===== config.mk =====
export PLATFORM = sky130hd
export DESIGN_NAME = alarm_clock_mode_controller_core
export DESIGN_NICKNAME = d
export VERILOG_FILES = /design/src/rtl/acmc_pkg.sv /design/src/rtl/acmc_in_stage.sv /design/src/rtl/acmc_update.sv /design/src/rtl/acmc_out_stage.sv /design/src/rtl/alarm_clock_mode_controller_core.sv
export VERILOG_INCLUDE_DIRS = /design/src /design/src/rtl
export SDC_FILE = /design/constraint.sdc
export NUM_CORES = 1
export LEC_CHECK = 0
export BUFFER_PORTS_ARGS = -buffer_cell sky130_fd_sc_hd__buf_2
export CAP_MARGIN = 20
export CORE_MARGIN = 2
export CORE_UTILIZATION = 45
export CTS_CLUSTER_DIAMETER = 200
export DETAILED_ROUTE_END_ITERATION = 10
export SLEW_MARGIN = 20
export SYNTH_ARGS = -nofsm -noshare
export SYNTH_HDL_FRONTEND = slang
export SYNTH_SLANG_ARGS = --single-unit

===== constraint.sdc =====
create_clock -name clk -period 6.7 [get_ports clk]
set_input_delay 0.335 -clock clk [delete_from_list [all_inputs] [get_ports clk]]
set_output_delay 0.335 -clock clk [all_outputs]
set_load 0.02 [all_outputs]

===== src/rtl/alarm_clock_mode_controller_core_assert.svh =====
// ----------------------------------------------------------------------------
// Assertion macros for the alarm clock mode controller
// Each macro expands to one labeled concurrent assertion on clk / rst_n.
// ----------------------------------------------------------------------------
`ifndef ALARM_CLOCK_MODE_CONTROLLER_CORE_ASSERT_SVH
`define ALARM_CLOCK_MODE_CONTROLLER_CORE_ASSERT_SVH

// Same-cycle implication: ante |-> cons
`define ACMC_ASSERT_NOW(label, ante, cons, msg) \
  label: assert property (@(posedge clk) disable iff (!rst_n) (ante) |-> (cons)) \
    else $error(msg);

// Next-cycle implication: ante |=> cons
`define ACMC_ASSERT_NEXT(label, ante, cons, msg) \
  label: assert property (@(posedge clk) disable iff (!rst_n) (ante) |=> (cons)) \
    else $error(msg);

`endif


===== src/rtl/acmc_pkg.sv =====
`timescale 1ns / 1ps
// ----------------------------------------------------------------------------
// acmc_pkg
// Request codes, mode codes, stage payload types and BCD helpers shared by
// the alarm clock mode controller modules.
// ----------------------------------------------------------------------------
package acmc_pkg;

  // Request codes
  localparam logic [2:0] REQ_SAMPLE = 3'd0;
  localparam logic [2:0] REQ_SET    = 3'd1;
  localparam logic [2:0] REQ_INC    = 3'd2;
  localparam logic [2:0] REQ_NEXT   = 3'd3;
  localparam logic [2:0] REQ_ALARM  = 3'd4;

  // Mode codes
  localparam logic [1:0] MODE_NORMAL    = 2'd0;
  localparam logic [1:0] MODE_SET_TIME  = 2'd1;
  localparam logic [1:0] MODE_SET_ALARM = 2'd2;

  // Field select codes
  localparam logic FIELD_HOUR   = 1'b0;
  localparam logic FIELD_MINUTE = 1'b1;

  // Constants
  localparam logic [7:0] SEC_MASK       = 8'h7F;
  localparam logic [7:0] HOUR_MASK      = 8'h3F;
  localparam logic [7:0] HOURS_PER_DAY  = 8'd24;
  localparam logic [7:0] MIN_PER_HOUR   = 8'd60;
  localparam logic [7:0] ALARM_HOUR_RST = 8'd12;
  localparam logic [7:0] ALARM_MIN_RST  = 8'd54;

  // Widths of the stream buses
  localparam int IN_TDATA_W  = 24;
  localparam int IN_TUSER_W  = 3;
  localparam int OUT_TDATA_W = 72;

  // One accepted request
  typedef struct packed {
    logic [2:0] req_type;
    logic [7:0] sample_sec_bcd;
    logic [7:0] sample_min_bcd;
    logic [7:0] sample_hour_bcd;
  } item_t;

  // One result
  typedef struct packed {
    logic [1:0] cur_mode;
    logic       edit_field_sel;
    logic [7:0] edit_hour_val;
    logic [7:0] edit_minute_val;
    logic [7:0] alarm_hour_val;
    logic [7:0] alarm_minute_val;
    logic [7:0] now_hour;
    logic [7:0] now_minute;
    logic       ring_pulse;
    logic       rtc_write_valid;
    logic [7:0] write_hour_bcd;
    logic [7:0] write_minute_bcd;
  } result_t;

  // Two BCD digits to binary, digits not checked (0..165)
  function automatic logic [7:0] bcd_decode(input logic [7:0] b);
    logic [7:0] hi;
    hi = {4'd0, b[7:4]};
    return (hi << 3) + (hi << 1) + {4'd0, b[3:0]};
  endfunction

  // Binary to BCD, tens digit kept to four bits.
  // Quotient by 10 as (v * 205) >> 11, exact for all 8-bit values.
  function automatic logic [7:0] bcd_encode(input logic [7:0] v);
    logic [15:0] prod;
    logic [4:0]  quo;
    logic [7:0]  rem;
    prod = {8'd0, v} * 16'd205;
    quo  = prod[15:11];
    rem  = v - ({3'd0, quo} * 8'd10);
    return {quo[3:0], rem[3:0]};
  endfunction

endpackage


===== src/rtl/acmc_in_stage.sv =====
`timescale 1ns / 1ps
// ----------------------------------------------------------------------------
// acmc_in_stage
// Input register: captures one request and holds it until the update stage
// takes it.
// ----------------------------------------------------------------------------
module acmc_in_stage (
  input  logic            clk,
  input  logic            rst_n,
  input  logic            in_valid,
  output logic            in_ready,
  input  acmc_pkg::item_t in_item,
  input  logic            advance,
  output logic            item_valid,
  output acmc_pkg::item_t item
);

  logic            valid_r;
  logic            valid_nxt;
  acmc_pkg::item_t item_r;

  // Accept when empty or when the held request moves on this cycle
  assign in_ready  = !valid_r || advance;
  assign valid_nxt = in_ready ? in_valid : valid_r;

  // Track occupancy
  always_ff @(posedge clk) begin
    if (!rst_n) begin
      valid_r <= 1'b0;
    end else begin
      valid_r <= valid_nxt;
    end
  end

  // Load payload on accept
  always_ff @(posedge clk) begin
    if (in_valid && in_ready) begin
      item_r <= in_item;
    end
  end

  assign item_valid = valid_r;
  assign item       = item_r;

endmodule


===== src/rtl/acmc_update.sv =====
`timescale 1ns / 1ps
// ----------------------------------------------------------------------------
// acmc_update
// Controller state and its update: mode, edit field, edit time,
// clock time, alarm time and ring latch. Builds the result of each request.
// ----------------------------------------------------------------------------
module acmc_update (
  input  logic              clk,
  input  logic              rst_n,
  input  logic              fire,
  input  acmc_pkg::item_t   item,
  output acmc_pkg::result_t result
);

  logic [1:0] mode_r,         mode_nxt;
  logic       field_r,        field_nxt;
  logic [7:0] edit_hour_r,    edit_hour_nxt;
  logic [7:0] edit_minute_r,  edit_minute_nxt;
  logic [7:0] clock_hour_r,   clock_hour_nxt;
  logic [7:0] clock_minute_r, clock_minute_nxt;
  logic [7:0] alarm_hour_r,   alarm_hour_nxt;
  logic [7:0] alarm_minute_r, alarm_minute_nxt;
  logic       ring_r,         ring_nxt;

  logic       editing;
  logic [7:0] dec_sec;
  logic [7:0] dec_min;
  logic [7:0] dec_hour;
  logic [8:0] hour_inc;
  logic [8:0] hour_wrap;
  logic [8:0] min_inc;
  logic [8:0] min_wrap1;
  logic [8:0] min_wrap2;
  logic       ring_pulse;
  logic       wr_valid;

  assign editing = (mode_r == acmc_pkg::MODE_SET_TIME) ||
                   (mode_r == acmc_pkg::MODE_SET_ALARM);

  // Decode the sample bytes
  assign dec_sec  = acmc_pkg::bcd_decode(item.sample_sec_bcd & acmc_pkg::SEC_MASK);
  assign dec_min  = acmc_pkg::bcd_decode(item.sample_min_bcd);
  assign dec_hour = acmc_pkg::bcd_decode(item.sample_hour_bcd & acmc_pkg::HOUR_MASK);

  // Wrap the incremented hour; held hours stay below 46, one subtract does it
  assign hour_inc  = {1'b0, edit_hour_r} + 9'd1;
  assign hour_wrap = (hour_inc >= {1'b0, acmc_pkg::HOURS_PER_DAY}) ?
                     hour_inc - {1'b0, acmc_pkg::HOURS_PER_DAY} : hour_inc;

  // Wrap the incremented minute; held minutes stay below 166, two subtracts
  assign min_inc   = {1'b0, edit_minute_r} + 9'd1;
  assign min_wrap1 = (min_inc >= {1'b0, acmc_pkg::MIN_PER_HOUR}) ?
                     min_inc - {1'b0, acmc_pkg::MIN_PER_HOUR} : min_inc;
  assign min_wrap2 = (min_wrap1 >= {1'b0, acmc_pkg::MIN_PER_HOUR}) ?
                     min_wrap1 - {1'b0, acmc_pkg::MIN_PER_HOUR} : min_wrap1;

  // Next state and per-request flags
  always_comb begin
    mode_nxt         = mode_r;
    field_nxt        = field_r;
    edit_hour_nxt    = edit_hour_r;
    edit_minute_nxt  = edit_minute_r;
    clock_hour_nxt   = clock_hour_r;
    clock_minute_nxt = clock_minute_r;
    alarm_hour_nxt   = alarm_hour_r;
    alarm_minute_nxt = alarm_minute_r;
    ring_nxt         = ring_r;
    ring_pulse       = 1'b0;
    wr_valid         = 1'b0;
    unique case (item.req_type)
      acmc_pkg::REQ_SAMPLE: begin
        if (mode_r == acmc_pkg::MODE_NORMAL) begin
          clock_hour_nxt   = dec_hour;
          clock_minute_nxt = dec_min;
          // Ring once at the alarm minute on second zero
          if ((dec_hour == alarm_hour_r) && (dec_min == alarm_minute_r) &&
              (dec_sec == 8'd0) && !ring_r) begin
            ring_nxt   = 1'b1;
            ring_pulse = 1'b1;
          end
          // Re-arm once the minute moves off the alarm
          if (dec_min != alarm_minute_r) begin
            ring_nxt = 1'b0;
          end
        end
      end
      acmc_pkg::REQ_SET: begin
        unique case (mode_r)
          acmc_pkg::MODE_NORMAL: begin
            mode_nxt        = acmc_pkg::MODE_SET_TIME;
            edit_hour_nxt   = clock_hour_r;
            edit_minute_nxt = clock_minute_r;
            field_nxt       = acmc_pkg::FIELD_HOUR;
          end
          acmc_pkg::MODE_SET_TIME: begin
            wr_valid = 1'b1;
            mode_nxt = acmc_pkg::MODE_NORMAL;
          end
          acmc_pkg::MODE_SET_ALARM: begin
            alarm_hour_nxt   = edit_hour_r;
            alarm_minute_nxt = edit_minute_r;
            mode_nxt         = acmc_pkg::MODE_NORMAL;
          end
          default: begin
            mode_nxt = mode_r;
          end
        endcase
      end
      acmc_pkg::REQ_INC: begin
        if (editing) begin
          if (field_r == acmc_pkg::FIELD_HOUR) begin
            edit_hour_nxt = hour_wrap[7:0];
          end else begin
            edit_minute_nxt = min_wrap2[7:0];
          end
        end
      end
      acmc_pkg::REQ_NEXT: begin
        if (editing) begin
          field_nxt = ~field_r;
        end
      end
      acmc_pkg::REQ_ALARM: begin
        if (mode_r == acmc_pkg::MODE_NORMAL) begin
          mode_nxt        = acmc_pkg::MODE_SET_ALARM;
          edit_hour_nxt   = alarm_hour_r;
          edit_minute_nxt = alarm_minute_r;
          field_nxt       = acmc_pkg::FIELD_HOUR;
        end
      end
      default: begin
        mode_nxt = mode_r;
      end
    endcase
  end

  // Commit state when a request goes through
  always_ff @(posedge clk) begin
    if (!rst_n) begin
      mode_r         <= acmc_pkg::MODE_NORMAL;
      field_r        <= acmc_pkg::FIELD_HOUR;
      edit_hour_r    <= 8'd0;
      edit_minute_r  <= 8'd0;
      clock_hour_r   <= 8'd0;
      clock_minute_r <= 8'd0;
      alarm_hour_r   <= acmc_pkg::ALARM_HOUR_RST;
      alarm_minute_r <= acmc_pkg::ALARM_MIN_RST;
      ring_r         <= 1'b0;
    end else if (fire) begin
      mode_r         <= mode_nxt;
      field_r        <= field_nxt;
      edit_hour_r    <= edit_hour_nxt;
      edit_minute_r  <= edit_minute_nxt;
      clock_hour_r   <= clock_hour_nxt;
      clock_minute_r <= clock_minute_nxt;
      alarm_hour_r   <= alarm_hour_nxt;
      alarm_minute_r <= alarm_minute_nxt;
      ring_r         <= ring_nxt;
    end
  end

  // Result reports the state after the request
  always_comb begin
    result.cur_mode         = mode_nxt;
    result.edit_field_sel   = field_nxt;
    result.edit_hour_val    = edit_hour_nxt;
    result.edit_minute_val  = edit_minute_nxt;
    result.alarm_hour_val   = alarm_hour_nxt;
    result.alarm_minute_val = alarm_minute_nxt;
    result.now_hour         = clock_hour_nxt;
    result.now_minute       = clock_minute_nxt;
    result.ring_pulse       = ring_pulse;
    result.rtc_write_valid  = wr_valid;
    result.write_hour_bcd   = wr_valid ? acmc_pkg::bcd_encode(edit_hour_r) : 8'd0;
    result.write_minute_bcd = wr_valid ? acmc_pkg::bcd_encode(edit_minute_r) : 8'd0;
  end

endmodule


===== src/rtl/acmc_out_stage.sv =====
`timescale 1ns / 1ps
// ----------------------------------------------------------------------------
// acmc_out_stage
// Result register: holds one result until the downstream side takes it.
// ----------------------------------------------------------------------------
module acmc_out_stage (
  input  logic              clk,
  input  logic              rst_n,
  input  logic              load,
  input  acmc_pkg::result_t res_in,
  output logic              can_load,
  output logic              out_valid,
  input  logic              out_ready,
  output acmc_pkg::result_t res_out
);

  logic              valid_r;
  logic              valid_nxt;
  acmc_pkg::result_t res_r;

  // Room when empty or when the held result drains this cycle
  assign can_load  = !valid_r || out_ready;
  assign valid_nxt = can_load ? load : valid_r;

  // Track occupancy
  always_ff @(posedge clk) begin
    if (!rst_n) begin
      valid_r <= 1'b0;
    end else begin
      valid_r <= valid_nxt;
    end
  end

  // Capture result
  always_ff @(posedge clk) begin
    if (load && can_load) begin
      res_r <= res_in;
    end
  end

  assign out_valid = valid_r;
  assign res_out   = res_r;

endmodule


===== src/rtl/alarm_clock_mode_controller_core.sv =====
`timescale 1ns / 1ps
// ----------------------------------------------------------------------------
// alarm_clock_mode_controller_core
// Alarm clock mode controller: RTC samples and button presses in, one status
// result per request out (mode, edit time, alarm, clock, ring, RTC write).
//
//   Channel   Direction  Ports                          Payload
//   in_       slave      in_tvalid/in_tready            in_tuser, in_tdata
//   out_      master     out_tvalid/out_tready          out_tdata
//
// One request per cycle sustained while out_tready is high; a request goes
// through the input register, update logic and result register to out_tvalid.
// Reset: synchronous rst_n low clears both stages and loads the state with
// normal mode, zero times and alarm 12:54.
// A stalled out_tready holds the result; the input register still takes one
// more request, then in_tready drops until the result drains.
// ----------------------------------------------------------------------------
`include "alarm_clock_mode_controller_core_assert.svh"

module alarm_clock_mode_controller_core (
  input  logic        clk,
  input  logic        rst_n,
  // Request channel
  input  logic        in_tvalid,
  output logic        in_tready,
  // [2:0] req_type
  input  logic [2:0]  in_tuser,
  // [7:0] sample_sec_bcd, [15:8] sample_min_bcd, [23:16] sample_hour_bcd
  input  logic [23:0] in_tdata,
  // Result channel
  output logic        out_tvalid,
  input  logic        out_tready,
  // [1:0] cur_mode, [2] edit_field_sel, [10:3] edit_hour_val,
  // [18:11] edit_minute_val, [26:19] alarm_hour_val, [34:27] alarm_minute_val,
  // [42:35] now_hour, [50:43] now_minute, [51] ring_pulse,
  // [52] rtc_write_valid, [60:53] write_hour_bcd, [68:61] write_minute_bcd,
  // [71:69] zero
  output logic [71:0] out_tdata
);

  acmc_pkg::item_t   in_item;
  acmc_pkg::item_t   s1_item;
  logic              s1_valid;
  logic              can_load;
  logic              fire;
  acmc_pkg::result_t upd_res;
  acmc_pkg::result_t out_res;

  // Unpack the request
  always_comb begin
    in_item.req_type        = in_tuser;
    in_item.sample_sec_bcd  = in_tdata[7:0];
    in_item.sample_min_bcd  = in_tdata[15:8];
    in_item.sample_hour_bcd = in_tdata[23:16];
  end

  // Advance when a request is held and the result register has room
  assign fire = s1_valid && can_load;

  acmc_in_stage u_in_stage (
    .clk        (clk),
    .rst_n      (rst_n),
    .in_valid   (in_tvalid),
    .in_ready   (in_tready),
    .in_item    (in_item),
    .advance    (fire),
    .item_valid (s1_valid),
    .item       (s1_item)
  );

  acmc_update u_update (
    .clk    (clk),
    .rst_n  (rst_n),
    .fire   (fire),
    .item   (s1_item),
    .result (upd_res)
  );

  acmc_out_stage u_out_stage (
    .clk       (clk),
    .rst_n     (rst_n),
    .load      (fire),
    .res_in    (upd_res),
    .can_load  (can_load),
    .out_valid (out_tvalid),
    .out_ready (out_tready),
    .res_out   (out_res)
  );

  // Pack the result
  assign out_tdata = {3'd0,
                      out_res.write_minute_bcd,
                      out_res.write_hour_bcd,
                      out_res.rtc_write_valid,
                      out_res.ring_pulse,
                      out_res.now_minute,
                      out_res.now_hour,
                      out_res.alarm_minute_val,
                      out_res.alarm_hour_val,
                      out_res.edit_minute_val,
                      out_res.edit_hour_val,
                      out_res.edit_field_sel,
                      out_res.cur_mode};

  // An RTC write always lands back in normal mode
  `ACMC_ASSERT_NOW(a_write_in_normal, out_tvalid && out_res.rtc_write_valid, out_res.cur_mode == acmc_pkg::MODE_NORMAL, "RTC write outside normal mode")

  // A ring only fires when the clock matches the alarm
  `ACMC_ASSERT_NOW(a_ring_on_match, out_tvalid && out_res.ring_pulse, (out_res.now_hour == out_res.alarm_hour_val) && (out_res.now_minute == out_res.alarm_minute_val), "ring without alarm match")

  // A request moved into the result register shows up next cycle
  `ACMC_ASSERT_NEXT(a_fire_to_out, fire, out_tvalid, "result lost after update")

  // Write data stays zero without a write
  `ACMC_ASSERT_NOW(a_write_data_zero, out_tvalid && !out_res.rtc_write_valid, (out_res.write_hour_bcd == 8'd0) && (out_res.write_minute_bcd == 8'd0), "write data without write")

endmodule

---- After elaboration in Yosys (flattened, before gate mapping) ----
Cells that the tools add are included.
word-level totals
  register bits ........................... 147
  bits of input ports ..................... 31
  output and inout port bits .............. 74
  logic and storage cells ................. 109
cells by class
  add/sub/neg operators ................... 13
  $mul .................................... 4
  magnitude comparators ................... 3
  equal/unequal tests ..................... 9
  mux-type cells .......................... 32
  bitwise logic cells ..................... 1
  reductions and logical operators ........ 20
operator list
  kind                  number
  $mux 8                18
  $pmux 8 s3            2
  $mul 8x8->16 const B  2
  $add 8x1->9 const B   2
  $ge 9x6->1 const B    2
  $eq 8x8->1            2
  $add 6x4->7           2
  $mul 5x3->3 const B   2
  $ge 9x5->1 const B    1
  $mux 9                1
  $sub 9x6->9 const B   1
  $add 7x4->8           1
  $add 7x5->8           1
  $add 8x4->8           1
  $logic_not 8->1       1
  $ne 8x8->1            1
  $pmux 2 s2            2
  $sub 4x4->4           2
  $sub 8x5->8 const B   1
  $sub 8x6->8 const B   1
  $mux 1                7
  $add 5x3->6           1
  $eq 3x2->1 const B    2
  $logic_and 1x1->1     6
  15 further kinds      20

---- Longest topological paths before layout ----
Gate-level depths: netlist of run 1.
  depth after elaboration ................. 8
  gate-level depth with buffers ........... 20
  gate-level depth less buffers ........... 20

---- By module ----
From an unflattened synthesis of run 1, not the netlist that was laid out.
second synthesis, totals
  cells, all modules ...................... 954
  area total of the unflattened synthesis .. 9939.5 um^2
modules (own cells, without submodules)
  module                            instances  cells each  area each (um^2)  seq. area each (um^2)
  acmc_update                       1          843         6909.1            1041.0
  acmc_out_stage                    1          74          2129.5            2092.0
  acmc_in_stage                     1          32          868.3             830.8
  alarm_clock_mode_controller_core  1          5           32.5              0.0

---- Least setup slack after synthesis of run 1 ----
Ideal clock, no wire load.
  path kind ............................... reg-to-reg
  start point ............................. register u_update.edit_hour_r[1]
  end point ............................... register u_out_stage.res_r, in the netlist u_out_stage.res_out[11], data pin
  library setup time ...................... 266 ps
  data arrival time ....................... 4460 ps
  required time ........................... 6434 ps
  slack ................................... 1974 ps
  stages on the path, launching flop included .. 21
  path buffers ............................ 1
  period minus slack after synthesis ...... 4726 ps
  path through ............................ dfxtp_1 > ha_1 > clkbuf_1 > inv_1 > fa_1 > inv_1 > fa_1 > inv_1 > fa_1 > inv_1 > ha_1 > a211oi_1 > o21ai_0 > xnor2_1 > ha_1 > inv_1 > fa_1 > xnor2_1 > xnor2_1 > xnor2_1 > nor2_1
on the way
  cells in the longest elaborated chain, start to end .. 3
ends and longest elaborated chain
  what                      RTL line              text
  start: declaration        acmc_update.sv:17     logic [7:0] edit_hour_r, edit_hour_nxt;
  start signal: assignment  acmc_update.sv:152    edit_hour_r <= edit_hour_nxt;
  $mul 8x8->16              acmc_pkg.sv:75        prod = {8'd0, v} * 16'd205;
  $mul 5x3->3               acmc_pkg.sv:77        rem = v - ({3'd0, quo} * 8'd10);
  $sub 4x4->4 *             acmc_pkg.sv:77
  end signal: assignment    acmc_out_stage.sv:37  res_r <= res_in;
  end: declaration          acmc_out_stage.sv:19  acmc_pkg::result_t res_r;
Every way passes the cells marked *; elsewhere a longest branch is shown, timed or not.
A chain may end at the register's enable or synchronous reset.

---- Worst setup path in the final report of run 1 ----
  start point ............................. register u_update.edit_hour_r[0]
  end point ............................... register u_out_stage.res_r, in the netlist u_out_stage.res_out[11], data pin
Same word-level chain as after synthesis.

==> qor.yml, run 1 <==
sta:
  tns_ps: 0
  min_period_over_period_pct: 77.7
  fin_crit_ps: 5200
  clock_skew_ps: 17.5
  rsz0062_at_grt: "false"
  tightestPinTransition_ps: 1100
  relSlewSlack_pct: 26.6
  fmax_ghz: 0.192
  hold_viol: 0
  slew_violations: 0
  finalSetupViolations: 0
drt:
  wl_per_cell_um: 16.5
  vias_per_cell: 5.33
  routed.top_layer: "met4"
  met2_length_um: 10300
  via_count: 7116
  met3_length_um: 933
  detail-route-antenna-nets: 0
  wl_met1_um: 10400
  totalWireLength_um: 22000
  drtIter0Drc: 497
  drc: 0
  drt_first_pass_iters: 5
die:
  rows: 53
  initial_utilization_pct: 46.0
  chipWidth_um: 151
  io_pins: 105
  dieArea_um2: 22700
  core-area_um2: 21000
  die_y_um: 151
placed_design:
  port_buffers: 98
  gp_congestion: 0.859
  placed_area_um2: 10400
  dp.final_hpwl_um: 16100
final_layout:
  multi_input_area_um2: 5300
  drive_gt1_share_pct: 17.5
  synthToLayoutAreaGrowth_pct: 14.2
  fin_area_um2: 11000
  seqCellArea_um2: 3870
  fillers: 1898
  num-nets-final: 1212
  n_antenna_cell: 0
power:
  leakagePower_nw: 4.94
  intPower_mw: 1.78
  p_per_area_nw_per_um2: 223
  ir_drop_mv: 0.175
  power.net_switching_mw: 0.679
  pwr-share-clk_pct: 41.3
  swShare_pct: 27.6
  pwr-share-comb_pct: 16.3
  seqPwrFrac_pct: 42.3
cts:
  cts_sinks: 147
  clk_path_buf_depth: 2
  holdBufCountCts: 0
  cts_resized: 0
  clk_pin_slew_ps: 70
  cts_tree: "yes"
  cts_root_buf: "clkbuf_16"
  h-tree-depth: 4
  cts_buffers: 17
  cts_setup_buffers: 0
  clk_latency_ps: 430
grt:
  grt_max_degree: 90
  grt_pass1_vias: 6810
  globalRouteTotalUtil_pct: 19.9
  antenna_found_initial: 0
  gr-total-overflow: 0
  grt_pass1_wl_um: 35100
run_status:
  status: "finished, final reports clean"
setup_path:
  cp_slowest_cell: "dfxtp_1"
  required_ps: 6870
  crit_path_start_kind: "flop"
  crit_path_cell_trace: "ha_1 -> inv_1 -> fa_1 -> inv_1 -> fa_1 -> inv_1 -> fa_1 -> inv_1 -> ha_1 -> a211oi_1 -> o21ai_0 -> xnor2_1 -> ha_1 -> inv_1 -> fa_1 -> xnor2_1 -> xnor2_1 -> xnor2_1 -> nor2_1"
  criticalPathCategory: "reg2reg"
  endpoint_kind: "flop"
  critPathMostFrequentCell: "inv_1"
  crit_arrival_ps: 5370
  critPathTopFamily: "adder cells"
  cp_num_buf_inv: 5
  path_max_fanout: 13
  cpPeakStageDelay_ps: 590
yosys:
  synthCells: 962
  syn_area_um2: 9670
  ys_warn_count: 0
  yosys-top-cells-area: "edfxtp_1, ha_1, dfxtp_1"
  yosysSeqAreaShare_pct: 40.1
  syn_area_per_cell_um2: 10.0
  yosys.area.top_type: "edfxtp_1"
  synth_edf_count: 93
  ys_ff_latch: 147
  synth_ff_type: "edfxtp_1"
  yosysTopAreaCellShare_pct: 28.9
  async_reset_ff_share_pct: 0
  synth_most_common_cell: "nand2_1"
  synth.top_cells.by_count: "nand2_1, ha_1, edfxtp_1, inv_1, nor2_1"
  ys_types: 75
hold_path:
  min_path_type: "in2reg"
job:
  drv_cap: 0
[power groups by stage]
stage | sequential, mW | clock [mW] | combinational [mW]
floorplan | 1.07 | 0 | 0.279
global placement | 1.06 | 0 | 0.393
detailed placement | 1.06 | 0 | 0.398
CTS | 1.04 | 1.03 | 0.403
global route | 1.05 | 1.07 | 0.455
finish | 1.04 | 1.02 | 0.402
[sequential cells by signal, summed over array words and instances, names as in the netlist]
name,count
u_update.edit_hour_r,8
u_update.edit_minute_r,8
u_out_stage.out_valid,1
u_update.alarm_hour_r,8
u_update.field_r,1
u_out_stage.res_out,69
u_update.ring_r,1
u_update.alarm_minute_r,8
u_update.mode_r,2
u_update.clock_minute_r,8
u_in_stage.item_valid,1
u_update.clock_hour_r,8
u_in_stage.item,24
[cells in the final DEF, fill, tap and decap left out, types with 4 or more instances in the layout]
master and n:
a21boi_0 25, a21o_1 8, a21oi_1 37, a22oi_1 10
a31oi_1 5, and2_1 9, and3_1 10, and3b_1 4
buf_2 98, buf_4 4, clkbuf_16 18, dfxtp_1 54
edfxtp_1 93, fa_1 27, ha_1 106, inv_1 89
inv_6 4, mux2_2 22, mux2i_1 5, nand2_1 131
nand2b_1 11, nand3_1 21, nand4_1 7, nor2_1 55
nor2b_1 10, nor3_1 4, nor3b_1 6, o211ai_1 5
o21ai_0 36, o21bai_1 4, o221ai_1 7, or2_2 6
or3_1 4, xnor2_1 37, xor2_1 18
[metrics by stage]
step                worst slack, ps  hold slack (ps)  power (mW)  instances  utilization (%)
global placement               1530              475        1.45       1303             49.4
detailed placement             1450              481        1.46       1303             49.4
CTS                            1440             63.3        2.48       1335             52.4
floorplan                      1970              434        1.35        964                -
global route                   1080             59.4        2.57       1336             52.5
finish                         1500             71.4        2.46       1336             52.5
[final cells by class]
cell class                      count  share of cell area (%)
Multi-Input combinational cell    688                    48.0
Clock inverter                     12                    1.53
Timing Repair Buffer              103                    4.96
Sequential cell                   147                    35.1
Inverter                           91                    3.12
Tap cell                          275                    3.12
Clock buffer                       20                    4.15
[worst paths after layout]
kind                                                 start                          to  slack (ps)  cells after the start
worst max-delay path               u_update.edit_hour_r[0]     u_out_stage.res_out[11]        1500                     19
worst min-delay path                           in_tdata[2]         u_in_stage.item[18]          70                      1
worst max register to register     u_update.edit_hour_r[0]     u_out_stage.res_out[11]        1500                     19
worst min register to register  u_update.clock_minute_r[6]  u_update.clock_minute_r[6]         490                      2
[routing by layer]
metal | vias to the layer above | GRT usage, %
met4 | 0 | 5.38
met3 | 24 | 3.18
met2 | 152 | 33.2
met5 | - | 0
li1 | 3524 | -
met1 | 3416 | 27.0
[kinds of logic after synthesis]
family          after synthesis  synth area share, %
compound gates              180                 13.1
simple gates                288                 13.9
fa+ha+maj                   133                 19.3
buf+inv                     129                 5.16
flops                       147                 40.1
other cells                   1               0.0388
mux                          27                 3.08
xor+xnor                     57                 5.32
(Power assumes the default switching activity.)
==> inputs of run 2 (changes only) <==
clock period = 4.9 ns   (was 6.7 ns; I/O delays follow)
==> run 2 against run 1 <==
Against the previous run:
- sequential power rose by 36%
- first-iteration DRC count is 14% lower
- flip-flop and latch count stayed put
- clock-buffer cell count decreased by 1
- worst hold slack lost 37 ps
- sequential share of layout area is 1.0 points lower
- critical path depth stayed put
- design area is 3.2% higher
- largest cell class unchanged
- highest routed layer unchanged
==> qor.yml, run 2 (synthesis results as in run 1) <==
die:
  rows: 53
  initial_utilization_pct: 46.0
  chipWidth_um: 151
  core-area_um2: 21000
  die_y_um: 151
  io_pins: 105
  dieArea_um2: 22700
drt:
  via_count: 7249
  drt_first_pass_iters: 5
  wl_per_cell_um: 16.1
  detail-route-antenna-nets: 0
  drtIter0Drc: 428
  drc: 0
  vias_per_cell: 5.24
  totalWireLength_um: 22300
grt:
  grt_pass1_wl_um: 35800
  antenna_found_initial: 0
  grt_pass1_vias: 6913
  gr-total-overflow: 0
  grt_max_degree: 58
  globalRouteTotalUtil_pct: 20.4
setup_path:
  cp_slowest_cell: "fa_1"
  crit_arrival_ps: 4800
  cpPeakStageDelay_ps: 540
  endpoint_kind: "flop"
  crit_path_cell_trace: "ha_1 -> inv_1 -> fa_1 -> inv_1 -> fa_1 -> inv_1 -> fa_1 -> inv_1 -> ha_1 -> a211oi_2 -> o21ai_0 -> xnor2_1 -> ha_1 -> inv_1 -> fa_1 -> xnor2_1 -> xnor2_1 -> xnor2_1 -> nor2_1"
  crit_path_start_kind: "flop"
  path_max_fanout: 5
  worstRegToRegCells: 19
  critPathMostFrequentCell: "inv_1"
  required_ps: 5070
  criticalPathCategory: "reg2reg"
power:
  p_per_area_nw_per_um2: 284
  total_power_mw: 3.23
  leakagePower_nw: 5.14
  ir_drop_mv: 0.223
final_layout:
  synthToLayoutAreaGrowth_pct: 17.8
  drive_gt1_share_pct: 19.7
  num-nets-final: 1260
  largest_reg_flops: 69
  n_antenna_cell: 0
  final_common_cell: "nand2_1"
  final_cell_mix: "nand2_1, ha_1, buf_2"
job:
  drv_cap: 0
hold_path:
  hold_depth: 1
  min_path_type: "in2reg"
placed_design:
  gp_congestion: 0.855
  port_buffers: 98
  dp.final_hpwl_um: 16500
cts:
  cts_buffers: 17
  cts_root_buf: "clkbuf_16"
  cts_tree: "yes"
  h-tree-depth: 4
  clk_path_buf_depth: 2
  clk_pin_slew_ps: 60
  cts_setup_buffers: 0
  cts_sinks: 147
  clk_latency_ps: 430
run_status:
  status: "finished, final reports clean"
sta:
  min_period_over_period_pct: 94.7
  fmax_ghz: 0.216
  slew_violations: 0
  rsz0062_at_grt: "false"
  relSlewSlack_pct: 34.9
  hold_viol: 0
  clock_skew_ps: 9.88
  tns_ps: 0
  fin_crit_ps: 4640
  finalSetupViolations: 0
  tightestPinTransition_ps: 976
[run 2: path summary, 6_finish.rpt]
kind	from	endpoint	slack, ps
min	in_tuser[2]	u_in_stage.item[26]	30
max	u_update.edit_hour_r[1]	u_out_stage.res_out[11]	260
max reg2reg	u_update.edit_hour_r[1]	u_out_stage.res_out[11]	260
min reg2reg	u_update.clock_minute_r[6]	u_update.clock_minute_r[6]	490
[run 2: power by group]
part	switching [mW]	leakage, nW	internal (mW)	total (mW)
clock network	0.556	0.267	0.678	1.23
logic	0.353	3.55	0.238	0.591
registers	0.0341	1.32	1.37	1.41
total	0.943	5.14	2.29	3.23
[run 2: per-layer routing]
layer	GRT usage, %	vias up	routed length (µm)
li1	-	3620	-
met1	27.9	3457	10600
met2	33.6	152	10600
met3	3.27	20	816
met4	5.80	0	299
met5	0	-	0
[run 2: worst max-delay path: cells and delay by family, from the launching register on]
family	cells	cell delay (ps)
AOI/OAI and AO/OA	2	420
xor gates and xnor gates	4	660
adders and majority gates	7	2640
buffers and inverters	5	260
DFF	1	340
and+or+nand+nor	1	50
[run 2: what timing repair did]
action | CTS | global route
resized for setup | 0 | 7
hold buffers | 23 | 0
endpoints found under the setup margin | 0 | 2
hold endpoints to repair | 23 | 0
[run 2: through the flow]
step	utilization (%)	area (µm²)	hold slack (ps)	cells	worst slack, ps
after floorplan	-	9670	344	964	174
after global placement	50.3	10600	422	1329	221
after detailed placement	50.3	10600	423	1329	116
after CTS	54.1	11400	17.5	1384	130
after global routing	54.2	11400	10.2	1384	28.2
final	54.2	11400	34.7	1384	261
[run 2: area by class of cell]
class                   count  area [µm²]
flip-flops and latches    147        3880
clock buffers              19         443
well taps                 275         344
inverters                  91         344
fillers                  1888        9630
multi-input cells         688        5320
clock inverters            13         114
repair buffers            151         946
==> inputs of run 3 (changes only) <==
ABC_AREA = 1   (was default)
CORE_ASPECT_RATIO = 1.1   (was default)
==> run 3 against run 2 <==
Against the previous run:
- sequential share of layout area hardly changed
- combinational power rose by 41%
- total power up 15%
- die area shrank 0.40%
- global-route usage up 0.40 points
- via count rose by 2.5%
- sequential power about the same
- synthesized area fell by 0.41%
- non-clock buffer count fell by 13
- utilization shrank 0.27 points
- setup slack got worse by 3.5 ps
- wire length grew 1.2%
==> qor.yml, run 3 <==
run_status:
  status: "finished, final reports clean"
job:
  drv_cap: 0
hold_path:
  hold_depth: 1
  min_path_type: "in2reg"
grt:
  gr-total-overflow: 0
  antenna_found_initial: 0
  grt_pass1_wl_um: 36600
  grt_pass1_vias: 7215
  grt_max_degree: 73
  globalRouteTotalUtil_pct: 20.8
setup_path:
  crit_path_start_kind: "flop"
  criticalPathCategory: "reg2reg"
  critPathTopFamily: "adder cells"
  endpoint_kind: "flop"
  cp_num_buf_inv: 5
  cpPeakStageDelay_ps: 530
  critical_path_depth: 19
  critPathMostFrequentCell: "inv_1"
  required_ps: 5070
  path_max_fanout: 5
  crit_path_cell_trace: "ha_4 -> inv_1 -> fa_1 -> inv_1 -> fa_1 -> inv_1 -> fa_1 -> inv_1 -> ha_4 -> a21oi_1 -> o211ai_1 -> buf_4 -> a21oi_1 -> xor2_1 -> fa_2 -> xnor2_1 -> or2_4 -> a21oi_2 -> nor2_1"
  cp_slowest_cell: "fa_1"
  worstRegToRegCells: 19
  crit_arrival_ps: 4820
yosys:
  synth_most_common_cell: "inv_1"
  synth_ff_type: "edfxtp_1"
  syn_area_per_cell_um2: 9.05
  synth_edf_count: 93
  ys_types: 50
  async_reset_ff_share_pct: 0
  yosysTopAreaCellShare_pct: 29.0
  yosysSeqAreaShare_pct: 40.2
  ys_warn_count: 0
  yosys.area.top_type: "edfxtp_1"
  yosys-top-cells-area: "edfxtp_1, ha_1, dfxtp_1"
  ys_ff_latch: 147
  synth.top_cells.by_count: "inv_1, nand2_1, ha_1, o21ai_0, edfxtp_1"
  syn_area_um2: 9630
  synthCells: 1064
final_layout:
  drive_gt1_share_pct: 17.9
  num-nets-final: 1360
  n_antenna_cell: 0
  final_common_cell: "inv_1"
  fin_cells: 1499
  largest_reg_flops: 69
  synthToLayoutAreaGrowth_pct: 18.5
  final_cell_mix: "inv_1, nand2_1, ha_1"
  fin_area_um2: 11400
  fillers: 1940
drt:
  wl_per_cell_um: 15.1
  drtIter0Drc: 402
  detail-route-antenna-nets: 0
  drt_first_pass_iters: 6
  totalWireLength_um: 22600
  via_count: 7430
  drc: 0
  vias_per_cell: 4.96
placed_design:
  placed_area_um2: 10500
  dp.final_hpwl_um: 16700
  gp_congestion: 0.877
  place_ws_ps: 46.4
  port_buffers: 98
  dp_cells: 1442
die:
  chipWidth_um: 143
  initial_utilization_pct: 45.5
  rows: 56
  dieArea_um2: 22600
  io_pins: 105
  core-area_um2: 21200
  die_y_um: 157
sta:
  fmax_ghz: 0.215
  clock_skew_ps: 9.35
  slew_violations: 0
  tns_ps: 0
  setup_ws_ps: 258
  fin_crit_ps: 4640
  hold_viol: 0
  fin_hold_ws_ps: 20.0
  min_period_over_period_pct: 94.7
  tightestPinTransition_ps: 922
  relSlewSlack_pct: 38.5
  rsz0062_at_grt: "false"
  finalSetupViolations: 0
power:
  p_per_area_nw_per_um2: 325
  ir_drop_mv: 0.261
  leakagePower_nw: 5.37
cts:
  clk_path_buf_depth: 2
  clk_latency_ps: 420
  clk_pin_slew_ps: 60
  cts_root_buf: "clkbuf_16"
  h-tree-depth: 4
  cts_buffers: 17
  cts_sinks: 147
  cts_tree: "yes"
run 3: cell count changes after synthesis, moves of 22 or more:
cell and change:
a21boi_0 -25, a21oi_1 +32, inv_1 +107, mux2_2 -22, o21ai_0 +60, xnor2_1 -26
run 3: report_power, final:
part / switching (mW) / total [mW] / leakage [nW] / internal (mW)
sequential: 0.0413 / 1.43 / 1.33 / 1.39
clock: 0.529 / 1.44 / 0.309 / 0.908
combinational: 0.519 / 0.834 / 3.73 / 0.315
total: 1.09 / 3.70 / 5.37 / 2.62
run 3: metrics by stage:
step	util, %	power [mW]
6_report	53.9	3.70
5_1_grt	53.9	3.91
4_1_cts	53.4	3.71
3_5_place_dp	49.4	2.25
3_3_place_gp	49.4	2.24
2_1_floorplan	-	2.05
run 3: final cells by class:
| class | instances | area [µm²] | share of cell area (%) |
|---|---|---|---|
| clock inverter | 12 | 203 | 1.78 |
| multi-input combinational | 685 | 4890 | 42.9 |
| tap | 290 | 363 | 3.18 |
| timing repair buffer | 138 | 848 | 7.44 |
| sequential | 147 | 3880 | 34.1 |
| clock buffer | 20 | 437 | 3.83 |
| inverter | 207 | 779 | 6.83 |
run 3: path summary, 6_finish.rpt:
| check | endpoint | startpoint | slack, ps |
|---|---|---|---|
| hold / removal | u_in_stage.item[0] | in_tdata[16] | 20 |
| setup / recovery | u_out_stage.res_out[11] | u_update.edit_hour_r[1] | 260 |
| hold reg to reg | u_update.clock_hour_r[5] | u_update.clock_hour_r[5] | 480 |
| setup reg to reg | u_out_stage.res_out[11] | u_update.edit_hour_r[1] | 260 |
run 3: cells by family after synthesis:
group | Yosys count | synth area share (%)
compound gates | 224 | 13.4
xor+xnor | 36 | 3.28
fa+ha+maj | 133 | 19.4
buf+inv | 234 | 9.55
flops | 147 | 40.2
other cells | 1 | 0.0390
simple gates | 289 | 14.1
run 3: repair_timing:
action                     CTS  global route
setup endpoints to repair    0             2
gates resized for setup      0            17
hold endpoints to repair    21             2
hold buffers                21             2
setup buffers                0             2
run 3: worst reg2reg max path, stage by stage (launching register included):
cell and delay, ps:
dfxtp_4 360, ha_4 270, inv_1 50, fa_1 500
inv_1 60, fa_1 530, inv_1 50, fa_1 530
inv_1 70, ha_4 240, a21oi_1 140, o211ai_1 150
buf_4 160, a21oi_1 190, xor2_1 150, fa_2 370
xnor2_1 140, or2_4 260, a21oi_2 130, nor2_1 50
run 3: metal layers:
layer,track usage [%],up-vias,share of wire [%]
met5,0,-,0
met1,28.1,3417,47
met2,35.1,203,48
li1,-,3792,-
met4,5.14,0,1.1
met3,3.26,18,4.3
